`src/hdl/led_frame_alpha_blend_fill_assert.svh`:
```
// Assertion macros shared by the frame store modules.
`ifndef LED_FRAME_ALPHA_BLEND_FILL_ASSERT_SVH
`define LED_FRAME_ALPHA_BLEND_FILL_ASSERT_SVH

`ifndef SYNTHESIS

`define LFAB_ASSERT_IMP(label, clk, rst_n, ante, cons) \
  label: assert property (@(posedge clk) disable iff (!rst_n) (ante) |-> (cons)) \
    else $error("lfab assertion failed");

`define LFAB_ASSERT_NXT(label, clk, rst_n, ante, cons) \
  label: assert property (@(posedge clk) disable iff (!rst_n) (ante) |=> (cons)) \
    else $error("lfab assertion failed");

`else

`define LFAB_ASSERT_IMP(label, clk, rst_n, ante, cons)

`define LFAB_ASSERT_NXT(label, clk, rst_n, ante, cons)

`endif

`endif

```
`src/hdl/lfab_pkg.sv`:
```
package lfab_pkg;

  localparam int IDX_W = 11;
  localparam int COL_W = 8;
  localparam int MIX_W = 16;
  localparam logic [COL_W-1:0] COL_MAX = 8'hFF;

  typedef enum logic [1:0] {
    FUNC_BLEND = 2'd0,
    FUNC_SOLID = 2'd1,
    FUNC_DOTS  = 2'd2
  } func_t;

  typedef enum logic [1:0] {
    CMD_BLEND,
    CMD_BLEND_ERR,
    CMD_SOLID,
    CMD_DOTS
  } cmd_kind_t;

  typedef enum logic [1:0] {
    ST_IDLE,
    ST_MIX,
    ST_DONE,
    ST_FILL
  } state_t;

  typedef struct packed {
    cmd_kind_t        kind;
    logic [IDX_W-1:0] idx;
    logic [COL_W-1:0] red;
    logic [COL_W-1:0] green;
    logic [COL_W-1:0] blue;
    logic [COL_W-1:0] alpha;
    logic [IDX_W-1:0] step;
    logic [IDX_W-1:0] off;
  } cmd_t;

endpackage

```
`src/hdl/lfab_if.sv`:
```
interface lfab_in_if;
  import lfab_pkg::*;

  logic             valid;
  logic             ready;
  logic [1:0]       func;
  logic [IDX_W-1:0] pixel_index;
  logic [COL_W-1:0] red;
  logic [COL_W-1:0] green;
  logic [COL_W-1:0] blue;
  logic [COL_W-1:0] alpha;
  logic [IDX_W-1:0] spacing;
  logic [IDX_W-1:0] start_offset;

  modport source (
    output valid, func, pixel_index, red, green, blue, alpha, spacing, start_offset,
    input  ready
  );

  modport sink (
    input  valid, func, pixel_index, red, green, blue, alpha, spacing, start_offset,
    output ready
  );
endinterface


```
`src/hdl/lfab_front.sv`:
```
module lfab_front #(
  parameter int unsigned PIX_TOTAL = 1050
) (
  lfab_in_if.sink        in_ch,
  input  logic           clearing,
  output logic           q_valid,
  input  logic           q_ready,
  output lfab_pkg::cmd_t q_data
);
  import lfab_pkg::*;

  logic keep;

  always_comb begin
    keep          = 1'b0;
    q_data.kind   = CMD_SOLID;
    q_data.idx    = in_ch.pixel_index;
    q_data.red    = in_ch.red;
    q_data.green  = in_ch.green;
    q_data.blue   = in_ch.blue;
    q_data.alpha  = in_ch.alpha;
    q_data.step   = (in_ch.spacing == '0) ? IDX_W'(1) : in_ch.spacing;
    q_data.off    = in_ch.start_offset;
    unique case (func_t'(in_ch.func))
      FUNC_BLEND: begin
        keep        = 1'b1;
        q_data.kind = (32'(in_ch.pixel_index) >= PIX_TOTAL) ? CMD_BLEND_ERR : CMD_BLEND;
      end
      FUNC_SOLID: begin
        keep        = 1'b1;
        q_data.kind = CMD_SOLID;
      end
      FUNC_DOTS: begin
        // offset past the end writes nothing
        keep        = (32'(in_ch.start_offset) < PIX_TOTAL);
        q_data.kind = CMD_DOTS;
      end
      default: begin
        keep = 1'b0;
      end
    endcase
  end

  assign in_ch.ready = !clearing && q_ready;
  assign q_valid     = in_ch.valid && !clearing && keep;

endmodule

```
`src/flat_wrapper.sv`:
```
// flat-port wrapper written by rule: the top's interface ports become plain ports
module lfab_front_flat import lfab_pkg::*;
#(
  parameter int unsigned PIX_TOTAL = 1050
)
  (clearing, q_valid, q_ready, q_data, in_ch_valid, in_ch_func, in_ch_pixel_index, in_ch_red, in_ch_green, in_ch_blue, in_ch_alpha, in_ch_spacing, in_ch_start_offset, in_ch_ready);
  lfab_in_if in_ch_i ();
  input  logic clearing;
  output logic q_valid;
  input  logic q_ready;
  output lfab_pkg::cmd_t q_data;
  input wire logic [$bits(in_ch_i.valid)-1:0] in_ch_valid;
  input wire logic [$bits(in_ch_i.func)-1:0] in_ch_func;
  input wire logic [$bits(in_ch_i.pixel_index)-1:0] in_ch_pixel_index;
  input wire logic [$bits(in_ch_i.red)-1:0] in_ch_red;
  input wire logic [$bits(in_ch_i.green)-1:0] in_ch_green;
  input wire logic [$bits(in_ch_i.blue)-1:0] in_ch_blue;
  input wire logic [$bits(in_ch_i.alpha)-1:0] in_ch_alpha;
  input wire logic [$bits(in_ch_i.spacing)-1:0] in_ch_spacing;
  input wire logic [$bits(in_ch_i.start_offset)-1:0] in_ch_start_offset;
  output wire logic [$bits(in_ch_i.ready)-1:0] in_ch_ready;
  assign in_ch_i.valid = in_ch_valid;
  assign in_ch_i.func = in_ch_func;
  assign in_ch_i.pixel_index = in_ch_pixel_index;
  assign in_ch_i.red = in_ch_red;
  assign in_ch_i.green = in_ch_green;
  assign in_ch_i.blue = in_ch_blue;
  assign in_ch_i.alpha = in_ch_alpha;
  assign in_ch_i.spacing = in_ch_spacing;
  assign in_ch_i.start_offset = in_ch_start_offset;
  assign in_ch_ready = in_ch_i.ready;
  lfab_front #(.PIX_TOTAL(PIX_TOTAL)) u_core (.in_ch(in_ch_i), .clearing(clearing), .q_valid(q_valid), .q_ready(q_ready), .q_data(q_data));
endmodule
```
`config.mk`:
```
export PLATFORM = sky130hd
export DESIGN_NAME = lfab_front_flat
export DESIGN_NICKNAME = d
export VERILOG_FILES = /design/src/hdl/led_frame_alpha_blend_fill_assert.svh /design/src/hdl/lfab_pkg.sv /design/src/hdl/lfab_if.sv /design/src/hdl/lfab_front.sv /design/src/flat_wrapper.sv
export SDC_FILE = /design/constraint.sdc
export NUM_CORES = 1
export LEC_CHECK = 0
export ABC_AREA = 1
export BUFFER_PORTS_ARGS = -buffer_cell sky130_fd_sc_hd__buf_2
export CAP_MARGIN = 20
export CORE_UTILIZATION = 22
export DETAILED_ROUTE_END_ITERATION = 7
export PLACE_DENSITY = 0.82
export SLEW_MARGIN = 25
export SYNTH_ARGS = -nofsm -noshare
export SYNTH_HDL_FRONTEND = slang
export SYNTH_SLANG_ARGS = --single-unit
```
`constraint.sdc`:
```
create_clock -name vclk -period 0.8
set_clock_uncertainty 0.2 [all_clocks]
set_input_delay 0.04 -clock vclk [all_inputs]
set_output_delay 0.04 -clock vclk [all_outputs]
set_load 0.01 [all_outputs]
```
==> flow_summary.ini <==
[floorplan]
start_util_pct = 23.9
ios = 139
fp-row-count = 18
die_w_um = 54.3
core_um2 = 2520
die_area_um2 = 2950
dieHeight_um = 54.3

[finish]
seqCellArea_um2 = 0
drive_gt1_share_pct = 79.1
fillCellCount = 291
clock_buffers = 0
fin_cells = 140
nets = 182
diodes = 0
area_growth_pct = 14.8
seq_cells = 0
multi_input_area_um2 = 175

[placement]
place_hpwl_um = 1380
numPortBuffers = 71
routabilityCongestion = 0.649
placed_cells = 140

[power]
p_leak_nw = 0.419
comb_power_share_pct = 100.0
p_int_mw = 0.194
power_density_nw_per_um2 = 523
p_sw_share_pct = 46.4
ir_worst_vdd_mv = 0.196
finalPower_mw = 0.361
p_seq_share_pct = 0
p_sw_mw = 0.168
clockPowerShare_pct = 0

[timing]
slew-limit-headroom_pct = 87.7
period_share_pct = 120
drv_slew = 0
tightest_slew_ns = 0.183
hold_violations = 34
period_needed_ns = 0.957
rsz0062_at_grt = true
layout_setup_ws_ns = -0.157
fmax_mhz = 1040
finalSetupViolations = 3
whs_ns = -0.120

[routing]
ant_nets = 0
top_layer_used = met4
vias = 565
finalWirelength_um = 1550
dr.pass1.iters = 2
wl_per_cell_um = 11.1
drt_iter0_drc = 1
dr_wl_met3_um = 305
wl_met2_um = 916
wl_met1_um = 312
drc = 0
vias_per_cell = 4.04

[setup_path]
cp_slowest_cell = buf_2
crit_top_cell = nand2_1
worst-path-max-fanout = 2
cp-end-kind = output port
cp-start-kind = input pin
cp_top_family = simple AND/OR/NAND/NOR gates
cp.required_ns = 0.56
cp_cell_sequence = buf_6 -> nor2_4 -> nand2_1 -> nor2_2 -> nand2_1 -> nand2_1 -> nand2_1 -> a21oi_2 -> buf_2
critical_path_class = input pin to output port
path_buf_inv = 2
cp.arrival_ns = 0.72
worst_path_largest_cell_delay_ns = 0.13

[global_route]
grtUsageTotal_pct = 7.93
overflow = 0
first_global_vias = 430
antenna_found_initial = 0
grt_pass1_wl_um = 1710
grt_max_degree = 3

[hold_path]
hold_path.class = input pin to output port

[synth]
synth.avg_cell_area_um2 = 6.02
synth_area_um2 = 602
synth_top_area_share_pct = 67.4
yosys.cell_count.top_type = buf_4
netlist_top_cells_area = buf_4, clkbuf_1, inv_1
synth_nets = 170
seq_area_frac_synth_pct = 0
yosysTopAreaCell = buf_4
syn-instance-count = 100
ys_types = 14
yosys_warnings = 0
synth_commonest_cells = buf_4, clkbuf_1, inv_1, nand2_1, nor2_1

[clock_tree]
postCtsSetupRepairBufs = 0

[outcome]
status = finished, violations left
violations = hold timing, setup timing

[job]
maxCapViolations = 0
[cell type report]
| class | instances | share of cell area, % |
|---|---|---|
| Timing Repair Buffer | 74 | 64.3 |
| Inverter | 9 | 4.89 |
| Tap cell | 30 | 5.43 |
| Multi-Input combinational cell | 27 | 25.4 |
[cells in the final DEF (no fill, tap or decap), types with 2 or more instances in the layout]
cell and n:
nor2_4 4, inv_2 2, nand2_1 8, buf_6 9
buf_4 3, nand2_2 2, inv_1 7, buf_2 61
nor2_1 4, nor2_2 2
[power groups by stage]
stage	sequential, mW	clock, mW	combinational, mW
3_3_place_gp	0	0	0.295
4_1_cts	0	0	0.331
5_1_grt	0	0	0.399
6_report	0	0	0.361
3_5_place_dp	0	0	0.300
2_1_floorplan	0	0	0.358
[path summary, 6_finish.rpt]
check	start	endpoint	slack, ns	depth (start not counted)
hold / removal	in_ch_start_offset[0]	q_data[0]	-0.12	0
setup / recovery	in_ch_start_offset[8]	q_valid	-0.16	9
[stage by stage]
step | utilization [%] | setup WS [ns] | cell area [µm²] | setup TNS (ns) | hold WS (ns)
detailed placement | 22.8 | -0.181 | 574 | -0.473 | -0.120
global placement | 22.8 | -0.180 | 574 | -0.473 | -0.120
floorplan | - | 0.00808 | 602 | 0 | -0.0725
finish | 27.4 | -0.157 | 691 | -0.405 | -0.120
CTS | 25.2 | -0.167 | 637 | -0.404 | -0.120
global route | 27.4 | -0.245 | 691 | -0.554 | -0.120
[logic make-up (layout without fill, tap and decap cells)]
kind of cell | after synthesis | after routing | share of synthesized area, %
compound gates | 4 | 4 | 4.78
buf+inv | 73 | 83 | 79.2
simple gates | 23 | 23 | 16.0
[layer usage]
| metal | up-vias | GRT usage (%) |
|---|---|---|
| li1 | 258 | - |
| met1 | 227 | 2.75 |
| met2 | 76 | 20.1 |
| met3 | 4 | 5.28 |
| met4 | 0 | 1.71 |
| met5 | - | 0 |
[repair_timing]
| action | 4_1_cts | 5_1_grt |
|---|---|---|
| endpoints found under the hold margin | 34 | 34 |
| resized for setup | 12 | 14 |
| pin swaps | 1 | 6 |
| setup endpoints to repair | 3 | 3 |
No activity file was read; power rests on OpenSTA's default activity.
