File: src/hdl/led_frame_alpha_blend_fill_assert.svh
// Assertion macros shared by the frame store modules.
`ifndef LED_FRAME_ALPHA_BLEND_FILL_ASSERT_SVH
`define LED_FRAME_ALPHA_BLEND_FILL_ASSERT_SVH

`ifndef SYNTHESIS

`define LFAB_ASSERT_IMP(label, clk, rst_n, ante, cons) \
  label: assert property (@(posedge clk) disable iff (!rst_n) (ante) |-> (cons)) \
    else $error("lfab assertion failed");

`define LFAB_ASSERT_NXT(label, clk, rst_n, ante, cons) \
  label: assert property (@(posedge clk) disable iff (!rst_n) (ante) |=> (cons)) \
    else $error("lfab assertion failed");

`else

`define LFAB_ASSERT_IMP(label, clk, rst_n, ante, cons)

`define LFAB_ASSERT_NXT(label, clk, rst_n, ante, cons)

`endif

`endif

File: src/hdl/lfab_pkg.sv
package lfab_pkg;

  localparam int IDX_W = 11;
  localparam int COL_W = 8;
  localparam int MIX_W = 16;
  localparam logic [COL_W-1:0] COL_MAX = 8'hFF;

  typedef enum logic [1:0] {
    FUNC_BLEND = 2'd0,
    FUNC_SOLID = 2'd1,
    FUNC_DOTS  = 2'd2
  } func_t;

  typedef enum logic [1:0] {
    CMD_BLEND,
    CMD_BLEND_ERR,
    CMD_SOLID,
    CMD_DOTS
  } cmd_kind_t;

  typedef enum logic [1:0] {
    ST_IDLE,
    ST_MIX,
    ST_DONE,
    ST_FILL
  } state_t;

  typedef struct packed {
    cmd_kind_t        kind;
    logic [IDX_W-1:0] idx;
    logic [COL_W-1:0] red;
    logic [COL_W-1:0] green;
    logic [COL_W-1:0] blue;
    logic [COL_W-1:0] alpha;
    logic [IDX_W-1:0] step;
    logic [IDX_W-1:0] off;
  } cmd_t;

endpackage

File: src/hdl/lfab_queue.sv
`include "led_frame_alpha_blend_fill_assert.svh"

module lfab_queue (
  input  logic          clk,
  input  logic          rst_n,
  input  logic          push_valid,
  output logic          push_ready,
  input  lfab_pkg::cmd_t push_data,
  output logic          pop_valid,
  input  logic          pop_ready,
  output lfab_pkg::cmd_t pop_data
);
  import lfab_pkg::*;

  localparam int QDEPTH = 2;
  localparam int PW = $clog2(QDEPTH);
  localparam int CNTW = $clog2(QDEPTH + 1);

  cmd_t            entry_r [QDEPTH];
  logic [PW-1:0]   wr_ptr_r, wr_ptr_nxt;
  logic [PW-1:0]   rd_ptr_r, rd_ptr_nxt;
  logic [CNTW-1:0] count_r, count_nxt;
  logic            push, pop;

  assign push_ready = (count_r != CNTW'(QDEPTH));
  assign pop_valid  = (count_r != '0);
  assign pop_data   = entry_r[rd_ptr_r];
  assign push       = push_valid && push_ready;
  assign pop        = pop_valid && pop_ready;

  always_comb begin
    wr_ptr_nxt = push ? wr_ptr_r + PW'(1) : wr_ptr_r;
    rd_ptr_nxt = pop ? rd_ptr_r + PW'(1) : rd_ptr_r;
    count_nxt  = count_r + CNTW'(push) - CNTW'(pop);
  end

  always_ff @(posedge clk) begin
    if (!rst_n) begin
      wr_ptr_r <= '0;
      rd_ptr_r <= '0;
      count_r  <= '0;
    end else begin
      wr_ptr_r <= wr_ptr_nxt;
      rd_ptr_r <= rd_ptr_nxt;
      count_r  <= count_nxt;
    end
  end

  always_ff @(posedge clk) begin
    if (push) begin
      entry_r[wr_ptr_r] <= push_data;
    end
  end

  `LFAB_ASSERT_NXT(a_q_drain, clk, rst_n, pop && !push, count_r == $past(count_r) - CNTW'(1))
  `LFAB_ASSERT_NXT(a_q_fill, clk, rst_n, push && !pop, count_r == $past(count_r) + CNTW'(1))
  `LFAB_ASSERT_IMP(a_q_bound, clk, rst_n, 1'b1, count_r <= CNTW'(QDEPTH))

endmodule

File: config.mk
export PLATFORM = sky130hd
export DESIGN_NAME = lfab_queue
export DESIGN_NICKNAME = d
export VERILOG_FILES = /design/src/hdl/lfab_pkg.sv /design/src/hdl/lfab_queue.sv
export VERILOG_INCLUDE_DIRS = /design/src /design/src/hdl
export SDC_FILE = /design/constraint.sdc
export NUM_CORES = 1
export LEC_CHECK = 0
export BUFFER_PORTS_ARGS = -buffer_cell sky130_fd_sc_hd__buf_2
export CAP_MARGIN = 10
export CORE_UTILIZATION = 47
export DETAILED_ROUTE_END_ITERATION = 16
export PLACE_DENSITY = 0.77
export SLEW_MARGIN = 40
export SYNTH_ARGS = -nofsm -noshare
export SYNTH_HDL_FRONTEND = slang
export SYNTH_SLANG_ARGS = --single-unit
File: constraint.sdc
create_clock -name clk -period 2.6 [get_ports clk]
set_clock_uncertainty 0.1 [all_clocks]
set_input_delay 0.39 -clock clk [delete_from_list [all_inputs] [get_ports clk]]
set_output_delay 0.39 -clock clk [all_outputs]
set_load 0.01 [all_outputs]
==> impl_metrics.json, run 1 <==
{
  "whs_ns": 0.0674,
  "period_minus_slack_ns": 2.47,
  "place_ws_ns": 0.628,
  "grt_pass1_vias": 3006,
  "cts_resized": 0,
  "fmax_mhz": 405,
  "fin_crit_sh_pct": 95.1,
  "vias": 2916,
  "cp_max_fo": 27,
  "path_cells": "buf_4 > mux2_2 > buf_2",
  "drc": 0,
  "synth_area_leaders": "edfxtp_1, mux2_4, mux2_2, dfxtp_1, buf_6",
  "hold_path.class": "in2reg",
  "synthToLayoutAreaGrowth_pct": 41.7,
  "avgSynthCellArea_um2": 22.0,
  "core_area_mm2": 0.0108,
  "path_buf_inv": 2,
  "wirelength_mm": 9.62,
  "drv_slew": 0,
  "post_synth_num_cell_types": 27,
  "hold_violations": 0,
  "io-pin-count": 140,
  "die_h_um": 107,
  "min_from": "rst_n",
  "grt_pass1_wl_mm": 14.6,
  "synthTopCellsByCount": "edfxtp_1, mux2_2, mux2_4, dfxtp_1",
  "cts_root_buffer": "clkbuf_8",
  "drive_above_1_share_pct": 52.1,
  "slew_headroom_pct": 71.5,
  "drv_cap": 0,
  "cts_hold_buf": 67,
  "drt_iter0_markers": 90,
  "row_count": 38,
  "synth_nets": 309,
  "worst_pin_slew_ns": 0.428,
  "n_antenna_cell": 0,
  "grt.overflow.total": 0,
  "drt.antenna.violating_nets": 0,
  "die_area_mm2": 0.0115,
  "io_buffers": 139,
  "cts_tree": "done",
  "r2r_start": "count_r[0]",
  "postCtsSetupRepairBufs": 0,
  "synth_area_mm2": 0.00521,
  "slowest_delay_ns": 0.62,
  "wire_per_inst_um": 15.7,
  "setup_ws_ns": 0.128,
  "outcome": "completed",
  "cts_buffer_depth": 2,
  "cts_sinks": 139,
  "worstSetupPathType": "reg2out",
  "p_leak_nw": 2.87,
  "firstDrtPassIters": 4,
  "clock_latency_ns": 0.51,
  "cp_data_arrival_time_ns": 1.98,
  "yosys_most_used_dff": "edfxtp_1",
  "min_path_cells": 2,
  "nets": 533,
  "startpoint_type": "flop",
  "yosys.area.top_type": "edfxtp_1",
  "grt_use_met3_pct": 5.33,
  "power.total_mw": 6.54,
  "cts_made_buffers": 17,
  "gp_congestion": 0.695,
  "viasPerCell": 4.75,
  "synth_edf_count": 134,
  "use_met1_pct": 19.8,
  "grt_use_met2_pct": 31.0,
  "dieWidth_um": 107,
  "grt_setup_unrepaired": "no",
  "cp.depth": 3,
  "r2r_slack_ns": 0.71,
  "grt_max_degree": 38,
  "yosysMostFrequentCell": "edfxtp_1",
  "synthArstFlopShare_pct": 0,
  "yosys_register_bits": 139,
  "tns_ns": 0,
  "grt_usage_pct": 17.6,
  "hpwl_mm": 5.87,
  "synth_seq_area_share_pct": 79.2,
  "htreeDepth": 4,
  "final_area_mm2": 0.00738,
  "clk_pin_slew_ns": 0.06,
  "start_util_pct": 48.1,
  "p_per_area_mw_per_mm2": 886,
  "yosysWarnings": 0,
  "top_usage_layer": "met2",
  "worst_ir_drop_vdd_v": 0.000466,
  "cp_top_family": "flip-flops",
  "r2r-end": "entry_r[0][59]",
  "reg2regPathDepth": 4,
  "required_ns": 2.11,
  "grt_antenna_before_repair": 0,
  "finalSetupViolCount": 0,
  "synth_top_area_share_pct": 77.2,
  "end_kind": "primary output",
  "place_area_mm2": 0.00612,
  "cpMaxStageDelayCell": "dfxtp_4",
  "synthCells": 237
}
[report_power, final]
group	internal (mW)	leakage (nW)	total, mW	switching (mW)
registers	2.73	1.30	2.85	0.124
clock network	1.54	0.288	2.38	0.842
logic	0.717	1.29	1.31	0.591
[layout make-up]
class	instances	area, um2
Clock inverter	15	180
Inverter	1	3.75
Multi-Input combinational cell	90	1030
Timing Repair Buffer	212	1450
Clock buffer	17	414
Fill cell	712	3460
Sequential cell	139	4130
Tap cell	140	175
[metal layers]
layer | vias to the layer above | part of all wire, %
met5 | - | 0
met1 | 1412 | 40
met4 | 0 | 0.76
li1 | 1390 | -
met2 | 107 | 54
met3 | 7 | 5.4
[flip-flops by register name, indices dropped and copies added (netlist names), named ones only]
name      count
count_r       2
entry_r     134
wr_ptr_r      1
rd_ptr_r      1
[cells by family (layout without fill, tap and decap cells)]
| family | count (synthesis) | count (layout) | share of synthesized area, % |
|---|---|---|---|
| AO/OA/AOI/OAI | 7 | 7 | 1.03 |
| XOR/XNOR | 1 | 1 | 0.168 |
| adder cells (fa/ha/maj) | 1 | 1 | 0.240 |
| flip-flops | 139 | 139 | 79.2 |
| AND/OR/NAND/NOR | 13 | 13 | 1.42 |
| buffers and inverters | 8 | 245 | 1.15 |
| multiplexers | 68 | 68 | 16.8 |
[how the worst max path moves through the flow]
| stage | from | to |
|---|---|---|
| finish | flop | pop_data[0] |
| global route | flop | pop_data[0] |
| CTS | flop | pop_data[0] |
| detailed placement | flop | pop_data[0] |
| global placement | flop | pop_data[2] |
| floorplan | count_r[0] | entry_r[0][0] |
[stage by stage]
step | util (%) | std cells
after global routing | 68.1 | 614
after CTS | 68.1 | 614
after global placement | 56.4 | 515
final | 68.1 | 614
after floorplan | - | 237
after detailed placement | 56.4 | 515
[cells in the final DEF (no fill, tap or decap), types with 4 or more instances in the layout]
cell           count
bufinv_16          4
mux2_4            30
buf_2            139
dlygate4sd3_1     67
edfxtp_1         134
dfxtp_1            4
mux2_2            37
clkinv_2           6
clkbuf_16         16
No activity file was read; power rests on OpenSTA's default activity.
==> inputs of run 2 (changes only) <==
ABC_AREA = 1   (was not set)
PLACE_DENSITY = 0.78   (was 0.77)
==> impl_metrics.json, run 2 <==
{
  "outcome": "completed",
  "yosysWarnings": 0,
  "io_buffers": 139,
  "period_minus_slack_ns": 2.37,
  "power.total_mw": 6.82,
  "start_util_pct": 49.3,
  "synth_seq_area_share_pct": 79.6,
  "final_core_util_pct": 69.4,
  "grt_setup_unrepaired": "no",
  "drt.antenna.violating_nets": 0,
  "yosys.area.top_type": "edfxtp_1",
  "slew_headroom_pct": 62.9,
  "grt_pass1_vias": 3043,
  "r2r_slack_ns": 0.81,
  "io-pin-count": 140,
  "wire_per_inst_um": 15.8,
  "cts_resized": 0,
  "grt_max_degree": 41,
  "worstSetupPathType": "reg2out",
  "htreeDepth": 4,
  "synthArstFlopShare_pct": 0,
  "dpl.cell_count": 518,
  "cts_tree": "done",
  "cp-endpoint": "pop_data[6]",
  "grt_use_met3_pct": 5.65,
  "avgSynthCellArea_um2": 21.2,
  "grt_use_met2_pct": 31.7,
  "clk_pin_slew_ns": 0.06,
  "fmax_mhz": 422,
  "nets": 541,
  "dieWidth_um": 107,
  "clock_latency_ns": 0.51,
  "cts_made_buffers": 17,
  "cts_root_buffer": "clkbuf_8",
  "die_h_um": 107,
  "cp_max_fo": 20,
  "grt_antenna_before_repair": 0,
  "whs_ns": 0.238,
  "synth_edf_count": 134,
  "startpoint_type": "flop",
  "r2r_start": "count_r[0]",
  "hold_path.class": "in2reg",
  "core_area_mm2": 0.0105,
  "worst_pin_slew_ns": 0.557,
  "yosysMostFrequentCell": "edfxtp_1",
  "largest_reg_flops": 134,
  "cp_data_arrival_time_ns": 1.88,
  "tns_ns": 0,
  "cts_hold_buf": 68,
  "n_antenna_cell": 0,
  "die_area_mm2": 0.0114,
  "wirelength_mm": 9.74,
  "most-common-layout-cells": "buf_2, edfxtp_1, dlygate4sd3_1",
  "drv_slew": 0,
  "row_count": 37,
  "grt_usage_pct": 17.6,
  "firstDrtPassIters": 4,
  "synth_area_mm2": 0.00518,
  "p_per_area_mw_per_mm2": 934,
  "yosys_register_bits": 139,
  "fin_cells": 616,
  "gp_congestion": 0.725,
  "synth_top_area_share_pct": 77.7,
  "top_register": "entry_r",
  "synth_nets": 316,
  "worst_ir_drop_vdd_v": 0.000502,
  "grt_pass1_wl_mm": 14.5,
  "fin_crit_sh_pct": 91.0,
  "cts_sinks": 139,
  "viasPerCell": 4.74,
  "top_usage_layer": "met2",
  "vias": 2917,
  "yosys_most_used_dff": "edfxtp_1",
  "postCtsSetupRepairBufs": 0,
  "top_regs": "entry_r (134), count_r (2)",
  "end_kind": "primary output",
  "drc": 0,
  "final_area_mm2": 0.00730,
  "p_leak_nw": 2.87,
  "drv_cap": 0,
  "synthToLayoutAreaGrowth_pct": 40.9,
  "reg2regPathDepth": 5,
  "final_common_cell": "buf_2",
  "drive_above_1_share_pct": 50.2,
  "cts_buffer_depth": 2,
  "finalSetupViolCount": 0,
  "synth_area_leaders": "edfxtp_1, mux2_4, mux2_2, dfxtp_1, nand2_1",
  "setup_ws_ns": 0.233,
  "place_ws_ns": 0.758,
  "drt_iter0_markers": 101,
  "use_met1_pct": 18.7,
  "grt.overflow.total": 0,
  "hpwl_mm": 5.73,
  "hold_violations": 0,
  "required_ns": 2.11,
  "synthCells": 244,
  "post_synth_num_cell_types": 14,
  "fillers": 656,
  "r2r-end": "entry_r[0][62]",
  "synthTopCellsByCount": "edfxtp_1, mux2_2, mux2_4, nand2_1, nor2_1",
  "place_area_mm2": 0.00607
}
==> run 2: where the power goes <==
part / internal (mW) / switching [mW] / leakage, nW / total, mW
Clock: 1.44 / 0.821 / 0.272 / 2.26
Sequential: 2.85 / 0.115 / 1.29 / 2.96
Combinational: 0.807 / 0.791 / 1.30 / 1.60
==> run 2: logic make-up (layout without fill, tap and decap cells) <==
family / count (synthesis) / in the layout / synth area share, %
fa+ha+maj: 1 / 1 / 0.242
xor+xnor: 1 / 1 / 0.169
flops: 139 / 139 / 79.6
compound gates: 1 / 1 / 0.0965
mux: 67 / 67 / 16.7
simple gates: 21 / 21 / 1.55
buf+inv: 14 / 250 / 1.59
==> run 2: worst max-delay path: stages, from the launching register on <==
cell,delay (ns)
dfxtp_4,0.49
buf_4,0.34
mux2_2,0.38
buf_2,0.15
==> run 2: routing by layer <==
metal,up-vias,part of all wire [%]
met1,1399,40
met3,13,5.1
met2,114,54
li1,1391,-
met4,0,1.3
met5,-,0
==> run 2: cell type report <==
| class | instances | area, um2 | share of cell area, % |
|---|---|---|---|
| Inverter | 7 | 26.3 | 0.360 |
| Clock inverter | 10 | 126 | 1.73 |
| Multi-Input combinational cell | 91 | 988 | 13.5 |
| Clock buffer | 20 | 425 | 5.83 |
| Timing Repair Buffer | 213 | 1430 | 19.6 |
| Sequential cell | 139 | 4130 | 56.6 |
| Tap cell | 136 | 170 | 2.33 |
==> run 2: worst min path at each step <==
stage | startpoint | to | slack [ns] | cells past startpoint
finish | pop_ready | count_r[1] | 0.24 | 6
global route | pop_ready | count_r[1] | 0.26 | 6
CTS | pop_ready | count_r[1] | 0.21 | 6
detailed placement | rd_ptr_r | rd_ptr_r | 0.42 | 2
global placement | rd_ptr_r | rd_ptr_r | 0.38 | 2
floorplan | rd_ptr_r | flop | 0.37 | 2
